==> config.mk <==
export PLATFORM = sky130hd
export DESIGN_NAME = lsr_front_flat
export DESIGN_NICKNAME = d
export VERILOG_FILES = /design/src/design/lsr_pkg.sv /design/src/design/lsr_ifs.sv /design/src/design/lsr_front.sv /design/src/flat_wrapper.sv
export SDC_FILE = /design/constraint.sdc
export NUM_CORES = 2
export LEC_CHECK = 0
export BUFFER_PORTS_ARGS = -buffer_cell sky130_fd_sc_hd__buf_2
export CELL_PAD_IN_SITES_DETAIL_PLACEMENT = 1
export CELL_PAD_IN_SITES_GLOBAL_PLACEMENT = 2
export CORE_ASPECT_RATIO = 0.9
export CORE_MARGIN = 1
export CORE_UTILIZATION = 35
export DETAILED_ROUTE_END_ITERATION = 10
export PLACE_DENSITY = 0.81
export RECOVER_POWER = 25
export SLEW_MARGIN = 20
export SYNTH_ARGS = -nofsm -noshare
export SYNTH_HDL_FRONTEND = slang
export SYNTH_SLANG_ARGS = --single-unit
export TNS_END_PERCENT = 100
==> constraint.sdc <==
create_clock -name clk -period 14.9 [get_ports clk]
set_input_delay 0.745 -clock clk [delete_from_list [all_inputs] [get_ports clk]]
set_output_delay 0.745 -clock clk [all_outputs]
set_load 0.05 [all_outputs]
==> src/design/lsr_pkg.sv <==
// Shared types and constants of the line segment resampler.
// No dependencies; every other design file imports this package.
`default_nettype none

package lsr_pkg;

    localparam int COORD_W   = 24;
    localparam int DIFF_W    = 25;
    localparam int SQ_W      = 50;
    localparam int ROOT_W    = 51;
    localparam int DIST_W    = 25;
    localparam int UNIT_W    = 17;
    localparam int WALK_W    = 26;
    localparam int PROD_W    = 43;
    localparam int SUM_W     = 29;
    localparam int STEP_W    = 24;
    localparam logic [STEP_W-1:0] SPACING_RESET = 24'd8960;
    localparam logic [4:0] ROOT_STEPS_M1 = 5'd24;
    localparam logic [4:0] DIV_STEPS_M1  = 5'd16;

    // One classified segment, handed from the front to the back.
    typedef struct packed {
        logic [COORD_W-1:0] start_x;
        logic [COORD_W-1:0] start_y;
        logic [COORD_W-1:0] end_x;
        logic [COORD_W-1:0] end_y;
        logic [DIST_W-1:0]  seg_len;
        logic [UNIT_W-1:0]  ux_mag;
        logic               ux_neg;
        logic [UNIT_W-1:0]  uy_mag;
        logic               uy_neg;
    } lsr_job_t;

    typedef enum logic [2:0] {
        F_IDLE, F_DIFF, F_SQR, F_SUM, F_ROOT, F_DSET, F_DIV, F_PUSH
    } lsr_front_state_t;

    typedef enum logic [2:0] {
        B_IDLE, B_MUL, B_EMIT, B_CHECK, B_LAST
    } lsr_back_state_t;

endpackage

`default_nettype wire

==> src/design/lsr_ifs.sv <==
// Channel interfaces: segment input, point output and spacing write.
// Depends on lsr_pkg for field widths.
`default_nettype none

interface lsr_seg_if;
    import lsr_pkg::*;
    logic               valid;
    logic               ready;
    logic [COORD_W-1:0] start_x;
    logic [COORD_W-1:0] start_y;
    logic [COORD_W-1:0] end_x;
    logic [COORD_W-1:0] end_y;
    modport source (output valid, start_x, start_y, end_x, end_y, input ready);
    modport sink (input valid, start_x, start_y, end_x, end_y, output ready);
endinterface


`default_nettype wire

==> src/design/lsr_front.sv <==
// Front end: takes a segment word, finds its length by a bit-serial square
// root and its unit vector by two serial divisions. Depends on lsr_pkg.
`default_nettype none

module lsr_front
    import lsr_pkg::*;
(
    input  wire logic    clk,
    input  wire logic    rst_n,
    lsr_seg_if.sink      seg,
    output lsr_job_t     job,
    output logic         job_valid,
    input  wire logic    job_ready
);

    lsr_front_state_t state_reg, state_next;
    lsr_job_t         job_reg, job_next;
    logic [DIFF_W-1:0] dx_reg, dx_next, dy_reg, dy_next;
    logic [SQ_W-1:0]   sqx_reg, sqx_next, sqy_reg, sqy_next;
    logic [SQ_W-1:0]   v_reg, v_next;
    logic [ROOT_W-1:0] res_reg, res_next;
    logic [4:0]        cnt_reg, cnt_next;
    logic              sel_y_reg, sel_y_next;
    logic [DIST_W-1:0] rem_reg, rem_next;
    logic [UNIT_W-1:0] low_reg, low_next;

    logic [ROOT_W-1:0] root_bit;
    logic [ROOT_W-1:0] root_try;
    logic [DIFF_W-1:0] div_mag;
    logic [41:0]       div_num;
    logic [DIST_W:0]   div_try;

    // Control state.
    always_ff @(posedge clk or negedge rst_n)
    begin
        if (!rst_n)
        begin
            state_reg <= F_IDLE;
        end
        else
        begin
            state_reg <= state_next;
        end
    end

    // Datapath registers.
    always_ff @(posedge clk)
    begin
        job_reg   <= job_next;
        dx_reg    <= dx_next;
        dy_reg    <= dy_next;
        sqx_reg   <= sqx_next;
        sqy_reg   <= sqy_next;
        v_reg     <= v_next;
        res_reg   <= res_next;
        cnt_reg   <= cnt_next;
        sel_y_reg <= sel_y_next;
        rem_reg   <= rem_next;
        low_reg   <= low_next;
    end

    // Shared arithmetic terms of the root and divide steps.
    always_comb
    begin
        root_bit = ROOT_W'(1) << {cnt_reg, 1'b0};
        root_try = res_reg + root_bit;
        div_mag  = sel_y_reg ? (dy_reg[DIFF_W-1] ? -dy_reg : dy_reg)
                             : (dx_reg[DIFF_W-1] ? -dx_reg : dx_reg);
        div_num  = {1'b0, div_mag, 16'd0} + 42'(job_reg.seg_len >> 1);
        div_try  = {rem_reg, low_reg[UNIT_W-1]};
    end

    // Sequencer: next state and register updates.
    always_comb
    begin
        state_next = state_reg;
        job_next   = job_reg;
        dx_next    = dx_reg;
        dy_next    = dy_reg;
        sqx_next   = sqx_reg;
        sqy_next   = sqy_reg;
        v_next     = v_reg;
        res_next   = res_reg;
        cnt_next   = cnt_reg;
        sel_y_next = sel_y_reg;
        rem_next   = rem_reg;
        low_next   = low_reg;
        seg.ready  = 1'b0;
        job_valid  = 1'b0;
        case (state_reg)
            F_IDLE:
            begin
                seg.ready = 1'b1;
                if (seg.valid)
                begin
                    job_next.start_x = seg.start_x;
                    job_next.start_y = seg.start_y;
                    job_next.end_x   = seg.end_x;
                    job_next.end_y   = seg.end_y;
                    state_next       = F_DIFF;
                end
            end
            F_DIFF:
            begin
                dx_next = {job_reg.end_x[COORD_W-1], job_reg.end_x}
                        - {job_reg.start_x[COORD_W-1], job_reg.start_x};
                dy_next = {job_reg.end_y[COORD_W-1], job_reg.end_y}
                        - {job_reg.start_y[COORD_W-1], job_reg.start_y};
                state_next = F_SQR;
            end
            F_SQR:
            begin
                sqx_next   = SQ_W'($signed(dx_reg) * $signed(dx_reg));
                sqy_next   = SQ_W'($signed(dy_reg) * $signed(dy_reg));
                state_next = F_SUM;
            end
            F_SUM:
            begin
                v_next     = sqx_reg + sqy_reg;
                res_next   = '0;
                cnt_next   = ROOT_STEPS_M1;
                state_next = F_ROOT;
            end
            F_ROOT:
            begin
                // One result bit of the integer square root per cycle.
                if ({1'b0, v_reg} >= root_try)
                begin
                    v_next   = v_reg - SQ_W'(root_try);
                    res_next = (res_reg >> 1) + root_bit;
                end
                else
                begin
                    res_next = res_reg >> 1;
                end
                cnt_next = cnt_reg - 5'd1;
                if (cnt_reg == '0)
                begin
                    sel_y_next = 1'b0;
                    if (res_next == '0)
                    begin
                        job_next.seg_len = '0;
                        job_next.ux_mag  = '0;
                        job_next.ux_neg  = 1'b0;
                        job_next.uy_mag  = '0;
                        job_next.uy_neg  = 1'b0;
                        state_next       = F_PUSH;
                    end
                    else
                    begin
                        job_next.seg_len = res_next[DIST_W-1:0];
                        state_next       = F_DSET;
                    end
                end
            end
            F_DSET:
            begin
                // The top bits of the dividend are already below the length.
                rem_next   = div_num[41:17];
                low_next   = div_num[16:0];
                cnt_next   = DIV_STEPS_M1;
                state_next = F_DIV;
            end
            F_DIV:
            begin
                // Restoring division, one quotient bit per cycle.
                if (div_try >= {1'b0, job_reg.seg_len})
                begin
                    rem_next = DIST_W'(div_try - {1'b0, job_reg.seg_len});
                    low_next = {low_reg[UNIT_W-2:0], 1'b1};
                end
                else
                begin
                    rem_next = div_try[DIST_W-1:0];
                    low_next = {low_reg[UNIT_W-2:0], 1'b0};
                end
                cnt_next = cnt_reg - 5'd1;
                if (cnt_reg == '0)
                begin
                    if (sel_y_reg)
                    begin
                        job_next.uy_mag = low_next;
                        job_next.uy_neg = dy_reg[DIFF_W-1];
                        state_next      = F_PUSH;
                    end
                    else
                    begin
                        job_next.ux_mag = low_next;
                        job_next.ux_neg = dx_reg[DIFF_W-1];
                        sel_y_next      = 1'b1;
                        state_next      = F_DSET;
                    end
                end
            end
            F_PUSH:
            begin
                job_valid = 1'b1;
                if (job_ready)
                begin
                    state_next = F_IDLE;
                end
            end
            default:
            begin
                state_next = F_IDLE;
            end
        endcase
    end

    assign job = job_reg;

endmodule

`default_nettype wire

==> src/flat_wrapper.sv <==
// flat-port wrapper written by rule: the top's interface ports become plain ports
module lsr_front_flat import lsr_pkg::*;
  (clk, rst_n, job, job_valid, job_ready, seg_valid, seg_start_x, seg_start_y, seg_end_x, seg_end_y, seg_ready);
  lsr_seg_if seg_i ();
  input  wire logic clk;
  input  wire logic rst_n;
  output lsr_job_t job;
  output logic job_valid;
  input  wire logic job_ready;
  input wire logic [$bits(seg_i.valid)-1:0] seg_valid;
  input wire logic [$bits(seg_i.start_x)-1:0] seg_start_x;
  input wire logic [$bits(seg_i.start_y)-1:0] seg_start_y;
  input wire logic [$bits(seg_i.end_x)-1:0] seg_end_x;
  input wire logic [$bits(seg_i.end_y)-1:0] seg_end_y;
  output wire logic [$bits(seg_i.ready)-1:0] seg_ready;
  assign seg_i.valid = seg_valid;
  assign seg_i.start_x = seg_start_x;
  assign seg_i.start_y = seg_start_y;
  assign seg_i.end_x = seg_end_x;
  assign seg_i.end_y = seg_end_y;
  assign seg_ready = seg_i.ready;
  lsr_front u_core (.clk(clk), .rst_n(rst_n), .seg(seg_i), .job(job), .job_valid(job_valid), .job_ready(job_ready));
endmodule
==> summary.txt <==
Min path
  – Worst Hold Class: in -> reg

Routing
  – Drt initial violations: 2,823
  – DRT Wirelength: 221,000 um
  – Vias per cell: 5.18
  – DR DRC count: 0
  – Wire per inst: 22.5 um
  – Routed vias: 50,806
  – ANT nets after route: 0
  – DR pass1 iterations: 5

Finish
  – # fillers: 22,419
  – Commonest non-fill, non-tap cell in the layout: inv_1
  – Area of the multi-input gates: 49,800 um2
  – Layout cell share with drive strength beyond 1: 5.47%
  – Final Core Density: 38.5%
  – Area growth, synth to finish: 8.76%
  – Commonest cells after routing, fill and taps aside: inv_1 (1,381), fa_1 (1,221), nand2_1 (582)
  – Storage element area: 13,700 um2
  – Post-layout nets: 9,054
  – Max reg flops: 157

Global route
  – Number of global-route vias before repair: 56,899
  – Gr usage total: between 20% and 30%
  – Antenna violations before repair: 6
  – Pin count of the biggest net entering global routing: 74
  – First-pass GRT wire length: 342,000 um
  – GRT overflow: 0

Clock network
  – Hold buffers post-CTS: 1
  – CTS tree: done
  – CTS root buf: clkbuf_16
  – Post-CTS Setup Bufs: 0
  – H-tree Lvls: 2
  – Clk buf depth: 3
  – Skew-Pair Late Insertion Delay: 730 ps
  – Post-CTS Resized: 0
  – CTS clk-pin slew, worst paths: ~60 ps
  – CTS Buf Count: 57
  – CTS sink cnt: approximately 460

Critical path
  – Arr. time, crit path: 10,690 ps
  – CP max FO: 26
  – Crit path largest cell delay: ~960 ps
  – Critical path class: reg -> reg
  – Critical Path Source Type: register
  – CP Launch Point: u_core.cnt_reg[3]
  – Reg-to-Reg Start: u_core.cnt_reg[3]
  – Worst setup EP type: register
  – FF-to-FF setup slack: 4560 ps
  – Worst R2R Path Depth: 28
  – RR Endpoint: u_core.job[10]
  – Critical path's slowest cell: a21oi_2
  – Worst setup endpoint: u_core.job[10]
  – Required time worst endpoint: 15,250 ps

Synth
  – Synth area leaders: fa_1 (35%), edfxtp_1 (20%), ha_1 (9.8%)
  – Syn nets: slightly below 9,000
  – Sequential-to-total area share from yosys stat: 19.7%
  – Yosys top cell area share: 35.2%
  – Main synth FF type: edfxtp_1
  – Yosys warns: 0
  – Syn Std Cell Area: 69,600 um2
  – Synthesized flop and latch total: around 460
  – Mapped Cells: ~7,000
  – EDFF count, synth: 454
  – Average cell area after synthesis: 9.90 um2
  – Area leader, netlist: fa_1
  – Distinct cells, synth: slightly below 90
  – Ys async rst share: less than 1%

STA
  – Worst Clk Skew: 50.1 ps
  – Min cycle time layout: between 10,000 and 15,000 ps
  – RSZ-0062 raised after global routing: no
  – Least-Margin Pin Slew: 3690 ps
  – Achievable clock frequency: 0.0967 GHz
  – Slew headroom: -146%
  – Final hold violation count: 0
  – Final setup TNS: 0 ps
  – Slew Viols, Final: 87
  – Fin crit share: 69.4%
  – Setup violations, final: 0

Floorplan
  – Die ar.: around 200,000 um2
  – Initial Utilization: 35.4%
  – Site row count: around 150
  – DIE WIDTH: 472 um
  – Chip height: 425 um
  – Core area: 197,000 um2
  – Num ports: 259

Job
  – Max Cap Viol: 3

Placed design
  – IO Port Bufs: 258
  – GP Congestion: around 0.95
  – HPWL after DPL: 179,000 um

Status
  – Status: complete, but fails checks
  – Violated checks: max-capacitance violations, max-slew violations
==> critical path: cells and delay by family (launching register included) <==
family	cells	cell delay (ps)
buffers and inverters	2	610
AO/OA/AOI/OAI	12	4910
flip-flops	1	480
AND/OR/NAND/NOR	10	2980
XOR/XNOR	1	190
adder cells (fa/ha/maj)	3	790
==> worst min path at each step <==
stage	from	end	slack (ps)	cells past startpoint
5_1_grt	seg_end_y[17]	u_core.job[78]	180	1
6_report	seg_start_y[22]	u_core.job[131]	210	1
3_5_place_dp	rst_n	u_core.state_reg[1]	560	1
3_3_place_gp	rst_n	u_core.state_reg[1]	560	1
2_1_floorplan	rst_n	u_core.state_reg[0]	450	0
4_1_cts	seg_start_y[9]	u_core.job[118]	160	1
==> cell families after synthesis <==
| kind of cell | share of synthesized area [%] |
|---|---|
| muxes | 0.138 |
| DFF | 19.7 |
| AOI/OAI and AO/OA | 8.97 |
| and+or+nand+nor | 12.0 |
| adders and majority gates | 44.9 |
| buffers and inverters | 8.81 |
| xor gates and xnor gates | 5.45 |
==> synthesized netlist by cell type, types with 7 or more instances <==
library cell / instances
inv_1: 1381
fa_1: 1222
nand2_1: 583
ha_1: 543
nor2_1: 470
edfxtp_1: 454
xnor2_1: 294
a21oi_1: 276
and2_1: 241
clkbuf_1: 205
o21ai_0: 176
xor2_1: 139
a21o_1: 109
nor3_1: 85
nand2b_1: 70
nand3_1: 65
and3_1: 56
a31oi_1: 54
nor2b_1: 52
o21a_1: 48
a211oi_1: 45
o21bai_1: 43
nand4_1: 37
o31ai_1: 29
nor4_1: 27
buf_1: 24
a21boi_0: 21
or3_1: 21
or2_2: 19
o41ai_1: 16
a31o_2: 15
o211ai_1: 13
clkinv_1: 12
o22ai_1: 11
nor3b_1: 10
o2111ai_1: 10
or4_1: 10
a221oi_1: 9
nor4b_1: 7
==> per-stage QoR <==
| stage | setup slack, ps | cell area [um2] | instances | hold WS, ps |
|---|---|---|---|---|
| after floorplan | 6070 | 69600 | 7030 | 449 |
| after global placement | 5000 | 73900 | 9703 | 563 |
| after detailed placement | 4720 | 73900 | 9703 | 564 |
| after CTS | 4750 | 75800 | 9811 | 160 |
| after global routing | 3920 | 75700 | 9811 | 180 |
| final | 4560 | 75700 | 9817 | 213 |
==> layout make-up <==
type | count | area share [%]
antenna | 6 | 0.0198
clock buffer | 61 | 1.90
clock inverter | 46 | 0.689
inverter | 1398 | 6.93
multi-input combinational | 4941 | 65.8
sequential | 457 | 18.1
tap | 2574 | 4.26
timing repair buffer | 334 | 2.27
==> per-layer routing <==
layer | global-route usage [%] | up-vias | routed length [um]
met2 | 37.7 | 1187 | 105000
met1 | 29.9 | 26602 | 97400
met5 | 0 | - | 27
li1 | - | 22759 | -
met4 | 6.94 | 4 | 7740
met3 | 2.71 | 254 | 10200
Power is not shown: default switching activity piles up to over one toggle a cycle in this logic, so the estimate is an artifact.
