**config.mk**
```make
export PLATFORM = sky130hd
export DESIGN_NAME = lsr_back_flat
export DESIGN_NICKNAME = d
export VERILOG_FILES = /design/src/design/lsr_pkg.sv /design/src/design/lsr_ifs.sv /design/src/design/lsr_back.sv /design/src/flat_wrapper.sv
export SDC_FILE = /design/constraint.sdc
export NUM_CORES = 2
export LEC_CHECK = 0
export ABC_CLOCK_PERIOD_IN_PS = 18100
export BUFFER_PORTS_ARGS = -buffer_cell sky130_fd_sc_hd__buf_2
export CORE_MARGIN = 3
export CORE_UTILIZATION = 45
export DETAILED_ROUTE_END_ITERATION = 8
export REMOVE_ABC_BUFFERS = 1
export SYNTH_ARGS = -nofsm -noshare
export SYNTH_HDL_FRONTEND = slang
export SYNTH_SLANG_ARGS = --single-unit
```
**constraint.sdc**
```tcl
create_clock -name clk -period 18.1 [get_ports clk]
set_input_delay 2.715 -clock clk [delete_from_list [all_inputs] [get_ports clk]]
set_output_delay 2.715 -clock clk [all_outputs]
set_load 0.005 [all_outputs]
```
**src/design/lsr_pkg.sv**
```systemverilog
// Shared types and constants of the line segment resampler.
// No dependencies; every other design file imports this package.
`default_nettype none

package lsr_pkg;

    localparam int COORD_W   = 24;
    localparam int DIFF_W    = 25;
    localparam int SQ_W      = 50;
    localparam int ROOT_W    = 51;
    localparam int DIST_W    = 25;
    localparam int UNIT_W    = 17;
    localparam int WALK_W    = 26;
    localparam int PROD_W    = 43;
    localparam int SUM_W     = 29;
    localparam int STEP_W    = 24;
    localparam logic [STEP_W-1:0] SPACING_RESET = 24'd8960;
    localparam logic [4:0] ROOT_STEPS_M1 = 5'd24;
    localparam logic [4:0] DIV_STEPS_M1  = 5'd16;

    // One classified segment, handed from the front to the back.
    typedef struct packed {
        logic [COORD_W-1:0] start_x;
        logic [COORD_W-1:0] start_y;
        logic [COORD_W-1:0] end_x;
        logic [COORD_W-1:0] end_y;
        logic [DIST_W-1:0]  seg_len;
        logic [UNIT_W-1:0]  ux_mag;
        logic               ux_neg;
        logic [UNIT_W-1:0]  uy_mag;
        logic               uy_neg;
    } lsr_job_t;

    typedef enum logic [2:0] {
        F_IDLE, F_DIFF, F_SQR, F_SUM, F_ROOT, F_DSET, F_DIV, F_PUSH
    } lsr_front_state_t;

    typedef enum logic [2:0] {
        B_IDLE, B_MUL, B_EMIT, B_CHECK, B_LAST
    } lsr_back_state_t;

endpackage

`default_nettype wire

```
**src/design/lsr_ifs.sv**
```systemverilog
// Channel interfaces: segment input, point output and spacing write.
// Depends on lsr_pkg for field widths.
`default_nettype none


interface lsr_pt_if;
    import lsr_pkg::*;
    logic               valid;
    logic               ready;
    logic [COORD_W-1:0] point_x;
    logic [COORD_W-1:0] point_y;
    logic               is_last;
    logic               truncated;
    modport source (output valid, point_x, point_y, is_last, truncated, input ready);
    modport sink (input valid, point_x, point_y, is_last, truncated, output ready);
endinterface


`default_nettype wire

```
**src/design/lsr_back.sv**
```systemverilog
// Back end: walks one segment at the given spacing and drives the point
// output register, then the exact end point. Depends on lsr_pkg.
`default_nettype none

module lsr_back
    import lsr_pkg::*;
#(
    parameter int MAX_POINTS = 64
)
(
    input  wire logic              clk,
    input  wire logic              rst_n,
    input  wire lsr_job_t          job,
    input  wire logic              job_valid,
    output logic                   job_ready,
    input  wire logic [STEP_W-1:0] spacing,
    lsr_pt_if.source               pt
);

    localparam int CNT_W = (MAX_POINTS > 2) ? $clog2(MAX_POINTS) : 1;
    localparam logic [CNT_W-1:0] CNT_LAST = CNT_W'(MAX_POINTS - 1);

    lsr_back_state_t state_reg, state_next;
    lsr_job_t         cur_reg, cur_next;
    logic [WALK_W-1:0] t_reg, t_next;
    logic [CNT_W-1:0]  n_reg, n_next;
    logic              trunc_reg, trunc_next;
    logic [PROD_W-1:0] prodx_reg, prodx_next, prody_reg, prody_next;
    logic              ovalid_reg, ovalid_next;
    logic [COORD_W-1:0] ox_reg, ox_next, oy_reg, oy_next;
    logic              olast_reg, olast_next, otrunc_reg, otrunc_next;
    logic              slot_free;
    logic [WALK_W-1:0] step;
    logic [COORD_W-1:0] px, py;

    // Rounded offset added to a start coordinate, saturated to 24 bits.
    function automatic logic [COORD_W-1:0] walk_coord(
        input logic [COORD_W-1:0] start,
        input logic [PROD_W-1:0]  prod,
        input logic               neg
    );
        logic [PROD_W-1:0] rnd;
        logic [SUM_W-1:0]  off;
        logic [SUM_W-1:0]  sum;
        rnd = prod + PROD_W'(17'h08000);
        off = SUM_W'(rnd >> 16);
        sum = {{(SUM_W-COORD_W){start[COORD_W-1]}}, start} + (neg ? -off : off);
        if ($signed(sum) > $signed(SUM_W'(24'sh7FFFFF)))
        begin
            return 24'h7FFFFF;
        end
        else if ($signed(sum) < -$signed(SUM_W'(24'h800000)))
        begin
            return 24'h800000;
        end
        return sum[COORD_W-1:0];
    endfunction

    always_ff @(posedge clk or negedge rst_n)
    begin
        if (!rst_n)
        begin
            state_reg  <= B_IDLE;
            ovalid_reg <= 1'b0;
        end
        else
        begin
            state_reg  <= state_next;
            ovalid_reg <= ovalid_next;
        end
    end

    always_ff @(posedge clk)
    begin
        cur_reg    <= cur_next;
        t_reg      <= t_next;
        n_reg      <= n_next;
        trunc_reg  <= trunc_next;
        prodx_reg  <= prodx_next;
        prody_reg  <= prody_next;
        ox_reg     <= ox_next;
        oy_reg     <= oy_next;
        olast_reg  <= olast_next;
        otrunc_reg <= otrunc_next;
    end

    // Walk sequencer and output register.
    always_comb
    begin
        state_next  = state_reg;
        cur_next    = cur_reg;
        t_next      = t_reg;
        n_next      = n_reg;
        trunc_next  = trunc_reg;
        prodx_next  = prodx_reg;
        prody_next  = prody_reg;
        ox_next     = ox_reg;
        oy_next     = oy_reg;
        olast_next  = olast_reg;
        otrunc_next = otrunc_reg;
        job_ready   = 1'b0;
        slot_free   = !ovalid_reg || pt.ready;
        ovalid_next = ovalid_reg && !pt.ready;
        step        = (spacing == '0) ? WALK_W'(1) : WALK_W'(spacing);
        px          = walk_coord(cur_reg.start_x, prodx_reg, cur_reg.ux_neg);
        py          = walk_coord(cur_reg.start_y, prody_reg, cur_reg.uy_neg);
        case (state_reg)
            B_IDLE:
            begin
                job_ready = 1'b1;
                if (job_valid)
                begin
                    cur_next   = job;
                    t_next     = '0;
                    n_next     = '0;
                    trunc_next = 1'b0;
                    state_next = B_CHECK;
                end
            end
            B_CHECK:
            begin
                if (t_reg < WALK_W'(cur_reg.seg_len))
                begin
                    if (n_reg == CNT_LAST)
                    begin
                        trunc_next = 1'b1;
                        state_next = B_LAST;
                    end
                    else
                    begin
                        state_next = B_MUL;
                    end
                end
                else
                begin
                    state_next = B_LAST;
                end
            end
            B_MUL:
            begin
                prodx_next = PROD_W'(t_reg * cur_reg.ux_mag);
                prody_next = PROD_W'(t_reg * cur_reg.uy_mag);
                state_next = B_EMIT;
            end
            B_EMIT:
            begin
                if (slot_free)
                begin
                    ovalid_next = 1'b1;
                    ox_next     = px;
                    oy_next     = py;
                    olast_next  = 1'b0;
                    otrunc_next = 1'b0;
                    t_next      = t_reg + step;
                    n_next      = n_reg + CNT_W'(1);
                    state_next  = B_CHECK;
                end
            end
            B_LAST:
            begin
                if (slot_free)
                begin
                    ovalid_next = 1'b1;
                    ox_next     = cur_reg.end_x;
                    oy_next     = cur_reg.end_y;
                    olast_next  = 1'b1;
                    otrunc_next = trunc_reg;
                    state_next  = B_IDLE;
                end
            end
            default:
            begin
                state_next = B_IDLE;
            end
        endcase
    end

    assign pt.valid     = ovalid_reg;
    assign pt.point_x   = ox_reg;
    assign pt.point_y   = oy_reg;
    assign pt.is_last   = olast_reg;
    assign pt.truncated = otrunc_reg;

endmodule

`default_nettype wire

```
**src/flat_wrapper.sv**
```systemverilog
// flat-port wrapper written by rule: the top's interface ports become plain ports
module lsr_back_flat import lsr_pkg::*;
#(
    parameter int MAX_POINTS = 64
)
  (clk, rst_n, job, job_valid, job_ready, spacing, pt_valid, pt_point_x, pt_point_y, pt_is_last, pt_truncated, pt_ready);
  lsr_pt_if pt_i ();
  input  wire logic clk;
  input  wire logic rst_n;
  input  wire lsr_job_t job;
  input  wire logic job_valid;
  output logic job_ready;
  input  wire logic [STEP_W-1:0] spacing;
  output wire logic [$bits(pt_i.valid)-1:0] pt_valid;
  output wire logic [$bits(pt_i.point_x)-1:0] pt_point_x;
  output wire logic [$bits(pt_i.point_y)-1:0] pt_point_y;
  output wire logic [$bits(pt_i.is_last)-1:0] pt_is_last;
  output wire logic [$bits(pt_i.truncated)-1:0] pt_truncated;
  input wire logic [$bits(pt_i.ready)-1:0] pt_ready;
  assign pt_valid = pt_i.valid;
  assign pt_point_x = pt_i.point_x;
  assign pt_point_y = pt_i.point_y;
  assign pt_is_last = pt_i.is_last;
  assign pt_truncated = pt_i.truncated;
  assign pt_i.ready = pt_ready;
  lsr_back #(.MAX_POINTS(MAX_POINTS)) u_core (.clk(clk), .rst_n(rst_n), .job(job), .job_valid(job_valid), .job_ready(job_ready), .spacing(spacing), .pt(pt_i));
endmodule
```
==> metrics.md <==
| Metric | Value |
|---|---|
| Sink Count | `300` |
| Die width | `320.2 µm` |
| Hold Path Class | `flop to flop` |
| CP Data Required Time | `approximately 18 ns` |
| CP top delay family | `adder cells` |
| Status | `complete, no violations` |
| Post-route insts no fill | `6,078` |
| Post-Synth Simple-Gate Area | `16.20%` |
| RSZ-0062 raised after global routing | `false` |
| Drt pass-1 iters | `7` |
| Setup TNS | `0 ns` |
| Detailed Place HPWL | `between 80 and 90 mm` |
| Hold_buf cts | `0` |
| Ys flop type | `edfxtp_1` |
| Setup Buffers After CTS | `0` |
| Root buf cell | `clkbuf_16` |
| Congestion Overflow GR | `0` |
| Rows | `114` |
| Antenna-violating nets left | `0` |
| Final Setup Violations | `0` |
| Total routed wirelength | `114.1 mm` |
| CP Depth | `24` |
| Achievable frequency | `0.1201 GHz` |
| Total Routing Usage GR | `22.58%` |
| Vias in the first global route | `33,180` |
| Maximum net fanout on the critical path | `26` |
| Buffers added on ports | `236` |
| Cell variety after synth | `92` |
| Fin crit share | `46.00%` |
| Post-synth EDFFs | `296` |
| Hold path start | `u_core.trunc_reg` |
| Compound-Gate Fraction of Synth Area | `7.200%` |
| Clk slew on worst S/H paths | `0.06 ns` |
| Cells after DPL | `6,003` |
| Vias | `31,810` |
| Slowest-stage cell, CP | `edfxtp_1` |
| CP Launch Type | `flop` |
| Main combinational cell family by area after synthesis | `adder cells` |
| CORE AREA | `97,280 µm²` |
| Die height | `between 300 and 400 µm` |
| First-pass GRT wire length | `around 180 mm` |
| Warnings, synthesis | `0` |
| Post-synthesis register bit count | `300` |
| Crit end category | `flop` |
| Reg2reg start | `u_core.cur_reg[3]` |
| Rel. slew slack | `23.42%` |
| FF-to-FF path depth | `24` |
| Starting Density | `45.68%` |
| MaxCap Viol Count | `0` |
| Asr flop ratio synth | `1.333%` |
| Syn Area/Cell | `9.503 µm²` |
| Synth-to-Final Area Change | `7.628%` |
| Worst-margin pin slew | `1.149 ns` |
| Die area | `102,600 µm²` |
| Hold Vio Cnt, Final | `0` |
| WHS Endpoint | `u_core.pt.truncated` |
| Ports | `237` |
| Worst Path Arrival | `8.68 ns` |
| Seq/Total Area, Yosys | `20.23%` |
| Layout cells sized above 1 | `8.295%` |
| DRC Markers | `0` |
| Total CTS buffers | `39` |
| Most used cell, CP | `fa_1` |
| Clock Latency Late Sink | `0.60 ns` |
| Synth Cell Area | `between 40,000 and 50,000 µm²` |
| Largest stage delay, worst path | `1.00 ns` |
| Min Clock Period, post-route | `8.327 ns` |
| Reg2Reg Setup Slack | `9.77 ns` |
| Reg-to-Reg End | `u_core.prody_reg[42]` |
| Mux cell area share after synthesis | `0.1943%` |
| Max Buffers Root-to-Sink | `3` |
| H-tree levels | `2` |
| Critical path class | `flop to flop` |
| Drt wl/cell | `18.78 µm` |
| Nets | `6,013` |
| CTS tree | `done` |
| CP Cell Sequence | `nand2_1 > fa_1 > inv_1 > fa_1 > inv_1 > fa_1 > inv_1 > fa_1 > inv_1 > fa_1 > inv_1 > fa_1 > ha_1 > nand4_1 > a21oi_1 > o211ai_1 > a32oi_1 > a41oi_1 > a211oi_1 > a21boi_0 > o311ai_0 > nor4_1 > nor3_1 > xnor2_1` |
| Antenna violations before repair | `8` |
| Final Max Tran Viols | `0` |
| Max FFs per register | `157` |
| Post_cts resized | `0` |
| DR iter-0 viols | `1,911` |
| Xor/xnor cell area share of the yosys netlist | `4.612%` |
| Adder-Cell Fraction of Synth Area | `41.96%` |
| Vias per cell | `roughly 5.2` |
| Clk_skew | `~0.037 ns` |
| Pin count of the biggest net entering global routing | `between 60 and 70` |
| Post-Syn Instances | `4,676` |
| Buf/Inv on CP | `5` |
| Fillcell total | `9,233` |
| WHS Path Cells | `1` |
| Routability cong. | `0.8927` |
[cells in the final DEF, fill, tap and decap left out, types with 52 or more instances in the layout]
cell type / instances
edfxtp_1: 296
fa_1: 717
and2_1: 309
buf_4: 55
buf_2: 236
nor3_1: 52
nor2_1: 155
a21oi_1: 140
nand3_1: 53
nand2_1: 710
a21o_1: 60
o21ai_0: 84
xor2_1: 78
xnor2_1: 156
ha_1: 343
inv_1: 856
[per-stage QoR]
stage	setup slack, ns	hold slack (ns)	utilization [%]	cell area, µm²
5_1_grt	9.152	0.5634	49.15	47810
2_1_floorplan	10.15	0.5041	-	43390
3_5_place_dp	9.708	0.5242	47.91	46600
4_1_cts	9.739	0.5379	49.15	47810
3_3_place_gp	9.900	0.5230	47.91	46600
6_report	9.773	0.5376	49.16	47820
[cell type report]
type,count,area [µm²],share of cell area (%)
clock inverter,25,210.2,0.4395
inverter,857,3217,6.726
timing repair buffer,291,1594,3.333
multi-input combinational,3279,31210,65.25
sequential,300,8989,18.79
clock buffer,46,1002,2.096
antenna,4,10.01,0.02093
tap,1276,1597,3.338
[kinds of logic after synthesis]
group / count (synthesis)
and+or+nand+nor: 1495
buffers and inverters: 1097
adders and majority gates: 1060
AOI/OAI and AO/OA: 483
DFF: 300
xor gates and xnor gates: 234
muxes: 7
[Yosys cell counts, types with 7 or more instances]
master | instances | area [µm²]
inv_1 | 856 | 3213
fa_1 | 717 | 14350
nand2_1 | 710 | 2665
ha_1 | 343 | 4292
and2_1 | 310 | 1939
edfxtp_1 | 296 | 8889
clkbuf_1 | 211 | 792.0
xnor2_1 | 156 | 1366
nor2_1 | 155 | 581.8
a21oi_1 | 142 | 710.7
o21ai_0 | 84 | 420.4
xor2_1 | 78 | 683.2
a21o_1 | 60 | 450.4
nand3_1 | 53 | 265.3
nor3_1 | 52 | 260.3
and3_1 | 36 | 225.2
nand4_1 | 33 | 206.5
nor2b_1 | 29 | 181.4
o21a_1 | 26 | 195.2
nand2b_1 | 23 | 143.9
a221o_1 | 22 | 220.2
nor4_1 | 21 | 131.4
a211oi_1 | 19 | 142.6
a31oi_1 | 17 | 106.4
o31ai_1 | 16 | 120.1
buf_2 | 12 | 60.06
o21bai_1 | 12 | 90.09
and4_1 | 11 | 96.34
or3_1 | 11 | 68.82
clkbuf_8 | 10 | 137.6
o211ai_1 | 9 | 67.56
or2_2 | 9 | 56.30
a41oi_1 | 7 | 61.31
[routing by layer]
metal / up-vias / share of wire, % / routed length (µm) / GRT usage, %
met3: 146 / 6.1 / 6950 / 3.426
met2: 878 / 45 / 51710 / 36.30
met1: 15880 / 46 / 52700 / 32.31
met5: - / 0.043 / 49 / 0
met4: 8 / 2.4 / 2713 / 5.458
li1: 14900 / - / - / -
[worst max-delay path by stage]
stage                            startpoint                   end
after floorplan                   job_valid       u_core.n_reg[0]
after global placement    u_core.cur_reg[3]  u_core.prody_reg[42]
after detailed placement  u_core.cur_reg[3]  u_core.prody_reg[42]
after CTS                 u_core.cur_reg[3]  u_core.prody_reg[42]
after global routing      u_core.cur_reg[3]  u_core.prody_reg[42]
final                     u_core.cur_reg[3]  u_core.prody_reg[42]
[worst register-to-register path, cell delays in order (launching register included)]
cell and delay [ns]:
edfxtp_1 1.00, nand2_1 0.22, fa_1 0.58, inv_1 0.06, fa_1 0.53, inv_1 0.05, fa_1 0.49, inv_1 0.05
fa_1 0.53, inv_1 0.05, fa_1 0.47, inv_1 0.05, fa_1 0.44, ha_1 0.35, nand4_1 0.10, a21oi_1 0.17
o211ai_1 0.14, a32oi_1 0.64, a41oi_1 0.40, a211oi_1 0.34, a21boi_0 0.25, o311ai_0 0.73, nor4_1 0.10, nor3_1 0.26
xnor2_1 0.08
Power is left out: the tool's default activity adds up to more than one toggle a clock period on the data nets, which glitch-free logic cannot reach.
