===== src/design/lsr_pkg.sv =====
// Shared types and constants of the line segment resampler.
// No dependencies; every other design file imports this package.
`default_nettype none

package lsr_pkg;

    localparam int COORD_W   = 24;
    localparam int DIFF_W    = 25;
    localparam int SQ_W      = 50;
    localparam int ROOT_W    = 51;
    localparam int DIST_W    = 25;
    localparam int UNIT_W    = 17;
    localparam int WALK_W    = 26;
    localparam int PROD_W    = 43;
    localparam int SUM_W     = 29;
    localparam int STEP_W    = 24;
    localparam logic [STEP_W-1:0] SPACING_RESET = 24'd8960;
    localparam logic [4:0] ROOT_STEPS_M1 = 5'd24;
    localparam logic [4:0] DIV_STEPS_M1  = 5'd16;

    // One classified segment, handed from the front to the back.
    typedef struct packed {
        logic [COORD_W-1:0] start_x;
        logic [COORD_W-1:0] start_y;
        logic [COORD_W-1:0] end_x;
        logic [COORD_W-1:0] end_y;
        logic [DIST_W-1:0]  seg_len;
        logic [UNIT_W-1:0]  ux_mag;
        logic               ux_neg;
        logic [UNIT_W-1:0]  uy_mag;
        logic               uy_neg;
    } lsr_job_t;

    typedef enum logic [2:0] {
        F_IDLE, F_DIFF, F_SQR, F_SUM, F_ROOT, F_DSET, F_DIV, F_PUSH
    } lsr_front_state_t;

    typedef enum logic [2:0] {
        B_IDLE, B_MUL, B_EMIT, B_CHECK, B_LAST
    } lsr_back_state_t;

endpackage

`default_nettype wire


===== src/design/lsr_queue.sv =====
// Two-word queue of classified segments between the front and the back.
// Depends on lsr_pkg for the segment job type.
`default_nettype none

module lsr_queue
    import lsr_pkg::*;
(
    input  wire logic     clk,
    input  wire logic     rst_n,
    input  wire lsr_job_t push_job,
    input  wire logic     push_valid,
    output logic          push_ready,
    output lsr_job_t      pop_job,
    output logic          pop_valid,
    input  wire logic     pop_ready
);

    lsr_job_t   slot_reg [2];
    logic       wr_ptr_reg, wr_ptr_next;
    logic       rd_ptr_reg, rd_ptr_next;
    logic [1:0] count_reg, count_next;
    logic       do_push, do_pop;

    // Occupancy and pointer updates.
    always_comb
    begin
        push_ready  = (count_reg != 2'd2);
        pop_valid   = (count_reg != 2'd0);
        do_push     = push_valid && push_ready;
        do_pop      = pop_valid && pop_ready;
        wr_ptr_next = wr_ptr_reg ^ do_push;
        rd_ptr_next = rd_ptr_reg ^ do_pop;
        count_next  = count_reg + {1'b0, do_push} - {1'b0, do_pop};
        pop_job     = slot_reg[rd_ptr_reg];
    end

    always_ff @(posedge clk or negedge rst_n)
    begin
        if (!rst_n)
        begin
            wr_ptr_reg <= 1'b0;
            rd_ptr_reg <= 1'b0;
            count_reg  <= '0;
        end
        else
        begin
            wr_ptr_reg <= wr_ptr_next;
            rd_ptr_reg <= rd_ptr_next;
            count_reg  <= count_next;
        end
    end

    // Storage.
    always_ff @(posedge clk)
    begin
        if (do_push)
        begin
            slot_reg[wr_ptr_reg] <= push_job;
        end
    end

endmodule

`default_nettype wire


===== config.mk =====
export PLATFORM = sky130hd
export DESIGN_NAME = lsr_queue
export DESIGN_NICKNAME = d
export VERILOG_FILES = /design/src/design/lsr_pkg.sv /design/src/design/lsr_queue.sv
export SDC_FILE = /design/constraint.sdc
export NUM_CORES = 1
export LEC_CHECK = 0
export ABC_CLOCK_PERIOD_IN_PS = 8800
export BUFFER_PORTS_ARGS = -buffer_cell sky130_fd_sc_hd__buf_2
export CAP_MARGIN = 20
export CORE_ASPECT_RATIO = 1.75
export CORE_UTILIZATION = 35
export CTS_CLUSTER_DIAMETER = 100
export DETAILED_ROUTE_END_ITERATION = 7
export SETUP_SLACK_MARGIN = 0.4
export SYNTH_ARGS = -nofsm -noshare
export SYNTH_HDL_FRONTEND = slang
export SYNTH_SLANG_ARGS = --single-unit

===== constraint.sdc =====
create_clock -name clk -period 8.8 [get_ports clk]
set_clock_uncertainty 0.2 [all_clocks]
set_input_delay 1.32 -clock clk [delete_from_list [all_inputs] [get_ports clk]]
set_output_delay 1.32 -clock clk [all_outputs]
set_load 0.01 [all_outputs]

==> PnR_summary.wiki, run 1 <==
{| class="wikitable"
! Metric !! Value
|-
| Status || finished clean
|-
| Number of gates given a new drive strength after cts || 0
|-
| Synth Register Bits || 318
|-
| CTS Hold Buffers Added || 0
|-
| Deepest level of the CTS H-tree || 1
|-
| Share of the clock period used by the worst path after layout || 51.9%
|-
| Maximum capacitance violations || 0
|-
| Netlist area before placement || 0.0120 sq mm
|-
| Max FFs per register || 314
|-
| DIE HEIGHT || 247 um
|-
| Initial Util || 35.5%
|-
| Post-Synthesis Net Count || 675
|-
| Crit path capture type || output pin
|-
| Critical path class || reg2out
|-
| # rows || 89
|-
| Unique cell type count in the Yosys netlist || 22
|-
| Multi-input gate area in the final layout || 0.00229 sq mm
|-
| Antenna violations before repair || 7
|-
| TritonCTS buffer count || 30
|-
| Sum of negative setup slack || 0 ps
|-
| Number of warnings reported in the yosys synthesis log || 0
|-
| P_sw || 1430 uW
|-
| RSZ-0062 raised after global routing || false
|-
| Actual transition at the worst max-transition pin || 979 ps
|-
| Count of final setup violators || 0
|-
| IR Drop Worst-Case VDD || 0.221 mV
|-
| Hold violation total from the final report || 0
|-
| Number of remaining DRC errors || 0
|-
| Drt pass-1 iters || 4
|-
| Combinational fraction of design power || 30.7%
|-
| Mean cell area of the mapped netlist || 23.4 sq um
|-
| Via density || 4.45
|-
| Part of the total power dissipated in the clock network || 25.1%
|-
| Hold slack || 367 ps
|-
| Arrival time of the worst setup path || 3050 ps
|-
| Horizontal extent of the die || 142 um
|-
| Clock tree root buffer cell || clkbuf_16
|-
| Sequential share of the synthesized area || 79.5%
|-
| Buffers on Ports || 319
|-
| Power density relative to cell area || 332 mW/mm^2
|-
| Vias || 5946
|-
| Top fanout value on the critical path || 58
|-
| Part of the power in registers || 44.2%
|-
| Internal power of the cells || 3560 uW
|-
| Total power || 4990 uW
|-
| WL per Instance || 18.5 um
|-
| Fraction of final layout cells sized beyond drive strength 1 || 60.6%
|-
| Pin count of the biggest net entering global routing || 80
|-
| Aggregate global-route resource usage || 13.7%
|-
| Nets || 1015
|-
| Final RePlAce weighted congestion || 0.704
|-
| Post-route core utilization || 44.6%
|-
| Cell count after synthesis || 512
|-
| Buffer depth of the longest clock path || 3
|-
| Clk Latency, worst-skew pair || 550 ps
|-
| Leak Pwr || 0.00584 uW
|-
| Wire length of the first global-routing pass || 35500 um
|-
| Buffers inserted by post-CTS timing repair || 0
|-
| Clock tree from TritonCTS || yes
|-
| Vias in the first global route || 6370
|-
| Area occupied by registers || 0.00953 sq mm
|-
| Ports || 320
|-
| Period minus WS final || 4570 ps
|-
| Relative slew slack || 34.7%
|-
| Detailed placement HPWL || 17000 um
|-
| Number of fill cells in the layout || 2997
|-
| Total wire length after detailed routing || 24700 um
|-
| Placeable core region || 0.0337 sq mm
|-
| Sw Ratio || 28.7%
|-
| Area overhead of the layout relative to synthesis || 25.4%
|-
| Required time of the critical path || 7280 ps
|-
| Final Max Tran Viols || 0
|-
| Iteration-0 DRC Markers || 200
|-
| Remaining global-route overflow || 0
|-
| Launching element type of the critical path || flip-flop
|-
| Clock tree sinks || 318
|-
| Hold/Removal Path Class || in2async
|-
| Achievable clock frequency || 0.219 GHz
|-
| Total die area || 0.0350 sq mm
|-
| Top library cells by usage in the layout, fill and taps aside || 319 x buf_2, 314 x edfxtp_1, 101 x mux2_4
|-
| Most common cell after layout, fill and taps aside || buf_2
|-
| Worst Reg2Reg Path Length in Cells || 4
|-
| Antenna-violating nets left || 0
|-
| Clock transition at the registers of the reported paths || 60 ps
|}
## worst max-delay path: stages, from the launching register on
cell	delay, ps
dfrtp_4	980
buf_4	800
mux2_2	460
buf_2	150
## cell type report
class	instances	area share, %
Tap cell	455	3.79
Inverter	2	0.0499
Multi-Input combinational cell	174	15.2
Antenna cell	5	0.0832
Clock inverter	17	1.06
Timing Repair Buffer	326	11.1
Sequential cell	318	63.4
Clock buffer	38	5.33
## worst paths after layout
kind                            slack [ps]          from               end
worst max register to register        6280  count_reg[0]  slot_reg[0][100]
worst min-delay path                   370         rst_n      count_reg[0]
min in group clk                       430  count_reg[0]      count_reg[0]
worst max-delay path                  4230    rd_ptr_reg      pop_job[143]
max in group asynchronous             7890         rst_n        rd_ptr_reg
worst min register to register         430  count_reg[0]      count_reg[0]
## per-stage QoR
stage / cell area [sq um] / worst slack (ps) / instances
after global routing: 15000 / 4050 / 1334
after global placement: 14000 / 4700 / 1274
after floorplan: 12000 / 2980 / 512
after CTS: 15000 / 4090 / 1329
final: 15000 / 4230 / 1335
after detailed placement: 14000 / 4700 / 1274
## logic make-up (layout without fill, tap and decap cells)
family                   count (synthesis)  count (layout)  synth area share [%]
AND/OR/NAND/NOR                          9               9                 0.397
buffers and inverters                   20             383                  1.63
AO/OA/AOI/OAI                            4               4                 0.261
adder cells (fa/ha/maj)                  2               2                 0.209
other                                    0               5                     0
flip-flops                             318             318                  79.5
XOR/XNOR                                 2               2                 0.146
multiplexers                           157             157                  17.9
## cells in the mapped netlist
cell type	number	area, sq um
edfxtp_1	314	9430
o21ai_0	1	5.00
nand3_1	1	5.00
nand2_1	1	3.75
or2_2	1	6.26
inv_1	2	7.51
nor2b_1	1	6.26
a32oi_1	1	8.76
buf_8	1	15.0
buf_2	3	15.0
and3_1	1	6.26
mux2_4	101	1520
mux2_2	56	631
xnor2_1	2	17.5
dfrtp_1	4	100
and2_1	1	6.26
a211oi_1	1	7.51
ha_1	2	25.0
buf_6	14	158
nor2_1	2	7.51
nand2b_1	1	6.26
a21bo_2	1	10.0
## power groups by stage
stage          sequential (uW)  clock (uW)  combinational [uW]
2_1_floorplan             2210           0                1100
3_3_place_gp              2230           0                1550
3_5_place_dp              2250           0                1560
4_1_cts                   2220        1300                1570
5_1_grt                   2240        1350                1650
6_report                  2210        1260                1530
## layer usage
metal / track usage, % / vias up / part of all wire [%]
li1: - / 2724 / -
met1: 13.1 / 2959 / 33
met2: 26.7 / 219 / 57
met3: 3.52 / 40 / 6.8
met4: 6.01 / 4 / 3.2
met5: 0 / - / 0.11
No activity file was read; power rests on OpenSTA's default activity.
==> inputs of run 2 (changes only) <==
--- a/config.mk
+++ b/config.mk
@@ -5,7 +5,8 @@
 export SDC_FILE = /design/constraint.sdc
 export NUM_CORES = 1
 export LEC_CHECK = 0
-export ABC_CLOCK_PERIOD_IN_PS = 8800
+export ABC_AREA = 1
+export ABC_CLOCK_PERIOD_IN_PS = 3730
 export BUFFER_PORTS_ARGS = -buffer_cell sky130_fd_sc_hd__buf_2
 export CAP_MARGIN = 20
 export CORE_ASPECT_RATIO = 1.75
==> constraint.sdc (replaced) <==
create_clock -name clk -period 3.73 [get_ports clk]
set_clock_uncertainty 0.2 [all_clocks]
set_input_delay 0.5595 -clock clk [delete_from_list [all_inputs] [get_ports clk]]
set_output_delay 0.5595 -clock clk [all_outputs]
set_load 0.01 [all_outputs]
==> PnR_summary.wiki, run 2 <==
{| class="wikitable"
! Metric !! Value
|-
| Netlist area before placement || 0.0117 sq mm (-2.4%)
|-
| Period minus WS final || 3130 ps
|-
| Launching element type of the critical path || flip-flop
|-
| Wire length of the first global-routing pass || 41500 um (+17%)
|-
| Worst R2R Start || count_reg[1]
|-
| Number of fill cells in the layout || 2849 (-4.9%)
|-
| Area share of the largest cell type after synthesis || 80.6% (+1.9 points)
|-
| Fraction of final layout cells sized beyond drive strength 1 || 27.7% (-33 points)
|-
| Clock tree root buffer cell || clkbuf_16
|-
| Top area cells in the synthesized netlist || edfxtp_1 81%, nand2_1 15%, buf_6 1.4%
|-
| Remaining global-route overflow || 0 (unchanged)
|-
| Clock transition at the registers of the reported paths || 70 ps (about the same)
|-
| IR Drop Worst-Case VDD || 0.641 mV (+190%)
|-
| Buffer depth of the longest clock path || 3 (unchanged)
|-
| Most frequently used flop master after synthesis || edfxtp_1
|-
| Hold slack || 135 ps (-232 ps)
|-
| Ys async rst share || 1.26% (unchanged)
|-
| Clk Latency, worst-skew pair || 560 ps (about the same)
|-
| Clock tree from TritonCTS || yes
|-
| Antenna violations before repair || 6 (-1)
|-
| # rows || 88 (-1.1%)
|-
| RSZ-0062 raised after global routing || false
|-
| End of the worst register-to-register path || slot_reg[0][98]
|-
| Most common cell after layout, fill and taps aside || nand2_1
|-
| Total wire length after detailed routing || 27700 um (+12%)
|-
| Clock tree sinks || 318 (unchanged)
|-
| Maximum capacitance violations || 0 (unchanged)
|-
| Achievable clock frequency || 0.319 GHz
|-
| Minimum setup slack among reg-to-reg paths || 1470 ps (-4810 ps)
|-
| Number of synthesized flops with an enable pin || 314 (unchanged)
|-
| Placeable core region || 0.0329 sq mm (-2.4%)
|-
| Slowest stage cell on the critical path || dfrtp_4
|-
| Antenna-violating nets left || 0 (unchanged)
|-
| Total power || 11900 uW (+140%)
|-
| Sequential share of the synthesized area || 81.4% (+2.0 points)
|-
| Launch point of the critical path || rd_ptr_reg
|-
| Area overhead of the layout relative to synthesis || 38.7%
|-
| TritonCTS buffer count || 30 (unchanged)
|-
| Sum of negative setup slack || 0 ps (unchanged)
|-
| Vias || 7899 (+33%)
|-
| Detailed placement HPWL || 17600 um (+3.9%)
|-
| Pin count of the biggest net entering global routing || 94 (+18%)
|-
| Sequence of cells on the critical path || inv_4 -> buf_12 -> nand2_1 -> nand2_1 -> buf_2
|-
| Cell with the most instances after synthesis || nand2_1
|-
| Vias in the first global route || 8037 (+26%)
|-
| WL per Instance || 15.7 um (-15%)
|-
| Drt pass-1 iters || 4 (unchanged)
|-
| Nets || 1501 (+48%)
|-
| Top fanout value on the critical path || 68 (+17%)
|-
| Synth Register Bits || 318 (unchanged)
|-
| Post-Place Setup Slack || 1160 ps (-3550 ps)
|-
| Relative slew slack || 45.1% (+10 points)
|-
| Worst Reg2Reg Path Length in Cells || 5 (+1)
|-
| Max FFs per register || 314 (unchanged)
|-
| Status || finished clean
|-
| Number of warnings reported in the yosys synthesis log || 0 (unchanged)
|-
| Aggregate global-route resource usage || 15.8% (+2.1 points)
|-
| DIE HEIGHT || 244 um (-1.2%)
|-
| Buffers on Ports || 319 (unchanged)
|-
| Final Max Tran Viols || 0 (unchanged)
|-
| Mean cell area of the mapped netlist || 13.7 sq um (-41%)
|-
| Post-Synthesis Net Count || 1015 (+50%)
|-
| Required time of the critical path || 2970 ps (-4310 ps)
|-
| Critical Path Max Stage Delay || 560 ps (-420 ps)
|-
| Number of remaining DRC errors || 0 (unchanged)
|-
| Final RePlAce weighted congestion || 0.751 (+6.7%)
|-
| Hold/Removal Path Class || in2async
|-
| Unique cell type count in the Yosys netlist || 13 (-41%)
|-
| Deepest level of the CTS H-tree || 1 (unchanged)
|-
| Cell count after synthesis || 852 (+66%)
|-
| Ports || 320 (unchanged)
|-
| Share of the clock period used by the worst path after layout || 84.0%
|-
| Final setup slack of the worst path || 597 ps (-3640 ps)
|-
| Initial Util || 35.6% (about the same)
|-
| Iteration-0 DRC Markers || 323 (+62%)
|-
| Arrival time of the worst setup path || 2370 ps (-680 ps)
|-
| Horizontal extent of the die || 140 um (-1.2%)
|-
| CP dominant cell by count || nand2_1
|-
| Hold violation total from the final report || 0 (unchanged)
|-
| Critical path class || reg2out
|-
| Total die area || 0.0342 sq mm (-2.4%)
|-
| Worst setup endpoint || pop_job[21]
|-
| Crit path capture type || output pin
|-
| Top cell types by occurrence after synthesis || 481 x nand2_1, 314 x edfxtp_1, 18 x buf_2, 15 x buf_6, 9 x inv_1
|-
| Leak Pwr || 0.00693 uW (+19%)
|-
| Buffers inserted by post-CTS timing repair || 0 (unchanged)
|-
| Power density relative to cell area || 732 mW/mm^2 (+120%)
|-
| Top library cells by usage in the layout, fill and taps aside || 479 x nand2_1, 319 x buf_2, 314 x edfxtp_1
|-
| Actual transition at the worst max-transition pin || 823 ps (-156 ps)
|-
| Count of final setup violators || 0 (unchanged)
|-
| Yosys top cell by area || edfxtp_1
|-
| Via density || 4.47 (+0.31%)
|}
## run 2: cell types whose count changed after synthesis, sizes merged, moves of 2 or more
cell   before  now
inv         2   10
buf        18   35
mux2      157    0
nand2       1  481
xnor2       2    0
## run 2: repair_timing
action | in CTS | in global routing
hold buffers | 158 | 0
hold endpoints to repair | 318 | 0
gates resized for setup | 0 | 0
## run 2: metrics by stage
step / instance area (sq um) / instances / utilization, %
after floorplan: 11700 / 852 / -
final: 16200 / 1768 / 49.3
after CTS: 16200 / 1764 / 49.3
after detailed placement: 13700 / 1553 / 41.7
after global placement: 13700 / 1553 / 41.7
after global routing: 16200 / 1766 / 49.3
## run 2: critical path: cells and delay by family, from the launching register on
| family | cells | cell delay, ps |
|---|---|---|
| buf+inv | 3 | 920 |
| simple gates | 2 | 200 |
| flops | 1 | 560 |
## run 2: cells by family (layout without fill, tap and decap cells)
kind of cell,after synthesis,in the layout,synth area share [%]
and+or+nand+nor,485,485,15.6
DFF,318,318,81.4
buffers and inverters,45,552,2.68
adders and majority gates,2,2,0.214
AOI/OAI and AO/OA,1,1,0.0427
xor gates and xnor gates,1,1,0.0748
other,0,4,0
## run 2: per-layer routing
| layer | up-vias | wire length (um) | GRT usage (%) |
|---|---|---|---|
| met5 | - | 31 | 0 |
| met4 | 6 | 1320 | 8.11 |
| met3 | 77 | 1370 | 2.75 |
| met2 | 250 | 15200 | 30.3 |
| met1 | 3720 | 9830 | 15.9 |
| li1 | 3846 | - | - |
## run 2: power breakdown
part | internal [uW] | switching, uW | leakage (uW) | total, uW
sequential | 4880 | 205 | 0.00296 | 5090
clock | 1580 | 1270 | 0.000442 | 2850
combinational | 1330 | 2600 | 0.00352 | 3930
## run 2: worst min-delay path by stage
stage,from,end,slack [ps],cells past startpoint
finish,rst_n,rd_ptr_reg,130,2
global route,rst_n,rd_ptr_reg,140,2
global placement,rst_n,rd_ptr_reg,180,1
detailed placement,rst_n,rd_ptr_reg,180,1
floorplan,rst_n,count_reg[0],60,0
CTS,rst_n,rd_ptr_reg,100,2
## run 2: area by class of cell
type / instances / area, sq um / share of cell area [%]
Sequential cell: 318 / 9530 / 58.7
Timing Repair Buffer: 489 / 3330 / 20.5
Multi-Input combinational cell: 489 / 1900 / 11.7
Clock buffer: 36 / 795 / 4.90
Tap cell: 405 / 507 / 3.12
Clock inverter: 17 / 111 / 0.686
Inverter: 10 / 40.0 / 0.247
Antenna cell: 4 / 10.0 / 0.0617
==> inputs of run 3 (changes only) <==
--- a/config.mk
+++ b/config.mk
@@ -5,8 +5,8 @@
 export SDC_FILE = /design/constraint.sdc
 export NUM_CORES = 1
 export LEC_CHECK = 0
-export ABC_AREA = 1
-export ABC_CLOCK_PERIOD_IN_PS = 3730
+export ABC_AREA = 0
+export ABC_CLOCK_PERIOD_IN_PS = 3000
 export BUFFER_PORTS_ARGS = -buffer_cell sky130_fd_sc_hd__buf_2
 export CAP_MARGIN = 20
 export CORE_ASPECT_RATIO = 1.75
==> constraint.sdc (replaced) <==
create_clock -name clk -period 3 [get_ports clk]
set_clock_uncertainty 0.2 [all_clocks]
set_input_delay 0.45 -clock clk [delete_from_list [all_inputs] [get_ports clk]]
set_output_delay 0.45 -clock clk [all_outputs]
set_load 0.01 [all_outputs]
==> PnR_summary.wiki, run 3 (synthesized netlist as in run 1, its figures left out) <==
{| class="wikitable"
! Metric !! Value
|-
| Status || finished clean
|-
| Period minus WS final || 2550 ps
|-
| Clock transition at the registers of the reported paths || 60 ps (about the same)
|-
| Required time of the critical path || 2350 ps (-620 ps)
|-
| Total wire length after detailed routing || 25800 um (-7.1%)
|-
| Critical Path Max Stage Delay || 500 ps (-60 ps)
|-
| Post-Place Setup Slack || 778 ps (-378 ps)
|-
| Max FFs per register || 314 (unchanged)
|-
| Sum of negative setup slack || 0 ps (unchanged)
|-
| Critical path buffer and inverter count || 3 (unchanged)
|-
| Family of cells with the greatest summed delay on the critical path || buffers and inverters
|-
| WL per Instance || 17.2 um (+10%)
|-
| Hold/Removal Path Class || in2async
|-
| Aggregate global-route resource usage || 14.0% (-1.7 points)
|-
| Achievable clock frequency || 0.393 GHz
|-
| Wire length of the first global-routing pass || 37400 um (-9.9%)
|-
| Final RePlAce weighted congestion || 0.719 (-4.2%)
|-
| RSZ-0062 raised after global routing || true
|-
| IR Drop Worst-Case VDD || 0.728 mV (+14%)
|-
| Minimum setup slack among reg-to-reg paths || 920 ps (-550 ps)
|-
| Detailed placement HPWL || 16000 um (-9.3%)
|-
| Worst Reg2Reg Path Length in Cells || 4 (-1)
|-
| Most common cell after layout, fill and taps aside || buf_2
|-
| Antenna-violating nets left || 0 (unchanged)
|-
| Nets || 1186 (-21%)
|-
| Total power || 14800 uW (+25%)
|-
| Vias in the first global route || 7045 (-12%)
|-
| Crit path capture type || output pin
|-
| Number of fill cells in the layout || 2784 (-2.3%)
|-
| Count of final setup violators || 0 (unchanged)
|-
| DIE HEIGHT || 247 um (+1.2%)
|-
| Buffer depth of the longest clock path || 3 (unchanged)
|-
| Via density || 4.42 (-1.1%)
|-
| Share of the clock period used by the worst path after layout || 84.9%
|-
| Final setup slack of the worst path || 453 ps (-144 ps)
|-
| Relative slew slack || 70.9% (+26 points)
|-
| Hold violation total from the final report || 0 (unchanged)
|-
| Clk Latency, worst-skew pair || 540 ps (-20 ps)
|-
| Vias || 6603 (-16%)
|-
| Actual transition at the worst max-transition pin || 437 ps (-386 ps)
|-
| Placeable core region || 0.0337 sq mm (+2.5%)
|-
| Initial Util || 35.5% (about the same)
|-
| Area overhead of the layout relative to synthesis || 39.7%
|-
| Worst R2R Start || count_reg[0]
|-
| Leak Pwr || 0.00657 uW (-5.2%)
|-
| Deepest level of the CTS H-tree || 1 (unchanged)
|-
| Power density relative to cell area || 886 mW/mm^2 (+21%)
|-
| Clock tree from TritonCTS || yes
|-
| Drt pass-1 iters || 4 (unchanged)
|-
| Buffers on Ports || 319 (unchanged)
|-
| Arrival time of the worst setup path || 1900 ps (-470 ps)
|-
| Sequence of cells on the critical path || buf_4 -> buf_16 -> mux2_4 -> buf_2
|-
| Antenna violations before repair || 2 (-4)
|-
| # rows || 89 (+1.1%)
|-
| Post-route core utilization || 49.6% (+0.34 points)
|-
| Remaining global-route overflow || 0 (unchanged)
|-
| Launch point of the critical path || rd_ptr_reg
|-
| Launching element type of the critical path || flip-flop
|-
| Ports || 320 (unchanged)
|-
| Number of standard cells in the layout, taps in and fillers out || 1494 (-15%)
|-
| Top fanout value on the critical path || 20 (-71%)
|-
| Slowest stage cell on the critical path || dfrtp_4
|-
| Worst setup endpoint || pop_job[93]
|-
| Horizontal extent of the die || 142 um (+1.2%)
|-
| End of the worst register-to-register path || slot_reg[0][110]
|-
| # diodes || 0 (-4)
|-
| Inst Count DP || 1278 (-18%)
|-
| Number of remaining DRC errors || 0 (unchanged)
|-
| Pin count of the biggest net entering global routing || 70 (-26%)
|-
| Fraction of final layout cells sized beyond drive strength 1 || 51.6% (+24 points)
|-
| Total die area || 0.0350 sq mm (+2.4%)
|-
| Top library cells by usage in the layout, fill and taps aside || 320 x buf_2, 314 x edfxtp_1, 159 x dlygate4sd3_1
|-
| Clock tree root buffer cell || clkbuf_16
|-
| TritonCTS buffer count || 28 (-6.7%)
|-
| Critical path class || reg2out
|-
| Crit path depth || 4 (-1)
|-
| Final Max Tran Viols || 0 (unchanged)
|-
| Maximum capacitance violations || 0 (unchanged)
|-
| Iteration-0 DRC Markers || 260 (-20%)
|-
| Clock tree sinks || 318 (unchanged)
|}
-- run 3: cell types whose count changed in the layout (fill, tap and decap cells not counted), sizes merged, moves of 2 or more --
cell | previous run | this run
xnor2 | 0 | 2
buf | 331 | 338
nand2 | 481 | 1
mux2 | 0 | 157
inv | 11 | 2
diode | 4 | 0
clkinv | 14 | 8
clkbuf | 36 | 39
-- run 3: how the worst min path moves through the flow --
stage | cells after the start | slack, ps | end | startpoint
2_1_floorplan | 0 | -50 | count_reg[0] | rst_n
3_3_place_gp | 1 | 70 | rd_ptr_reg | rst_n
3_5_place_dp | 1 | 70 | rd_ptr_reg | rst_n
4_1_cts | 2 | 20 | rd_ptr_reg | rst_n
5_1_grt | 2 | 20 | rd_ptr_reg | rst_n
6_report | 2 | 60 | rd_ptr_reg | rst_n
-- run 3: per-stage QoR --
stage               cell area, sq um  hold slack, ps
finish                         16700            56.5
global route                   16700            23.8
CTS                            16700            24.2
detailed placement             14200            68.0
global placement               14200            66.2
floorplan                      12000           -45.6
-- run 3: layer usage --
metal | global-route usage, % | vias to the layer above | share of wire [%]
li1 | - | 3057 | -
met1 | 14.3 | 3229 | 35
met2 | 26.7 | 254 | 55
met3 | 3.51 | 59 | 6.1
met4 | 6.14 | 4 | 3.7
met5 | 0 | - | 0.089
-- run 3: power by group --
part / internal [uW] / total (uW) / switching, uW
clock network: 1830 / 3300 / 1460
logic: 2650 / 5230 / 2580
registers: 6070 / 6310 / 245
-- run 3: area by class of cell --
| cell class | count | area (sq um) | area share, % |
|---|---|---|---|
| clock buffers | 37 | 756 | 4.51 |
| clock inverters | 9 | 65.1 | 0.388 |
| inverters | 2 | 7.51 | 0.0448 |
| multi-input cells | 174 | 2290 | 13.6 |
| flip-flops and latches | 318 | 9530 | 56.9 |
| well taps | 455 | 569 | 3.40 |
| repair buffers | 499 | 3530 | 21.1 |
-- run 3: repair_timing --
item / 4_1_cts / 5_1_grt
gates cloned: 1 / 4
hold endpoints to repair: 319 / 0
endpoints found under the setup margin: 144 / 106
gates resized for setup: 3 / 2
pin swaps: 0 / 0
buffers inserted: 6 / 0
hold buffers: 159 / 0
-- run 3: worst register-to-register path: stages (launching register included) --
cell and delay (ps):
dfrtp_1 430, nand2b_1 180, and2_1 180, ha_4 290, buf_12 370
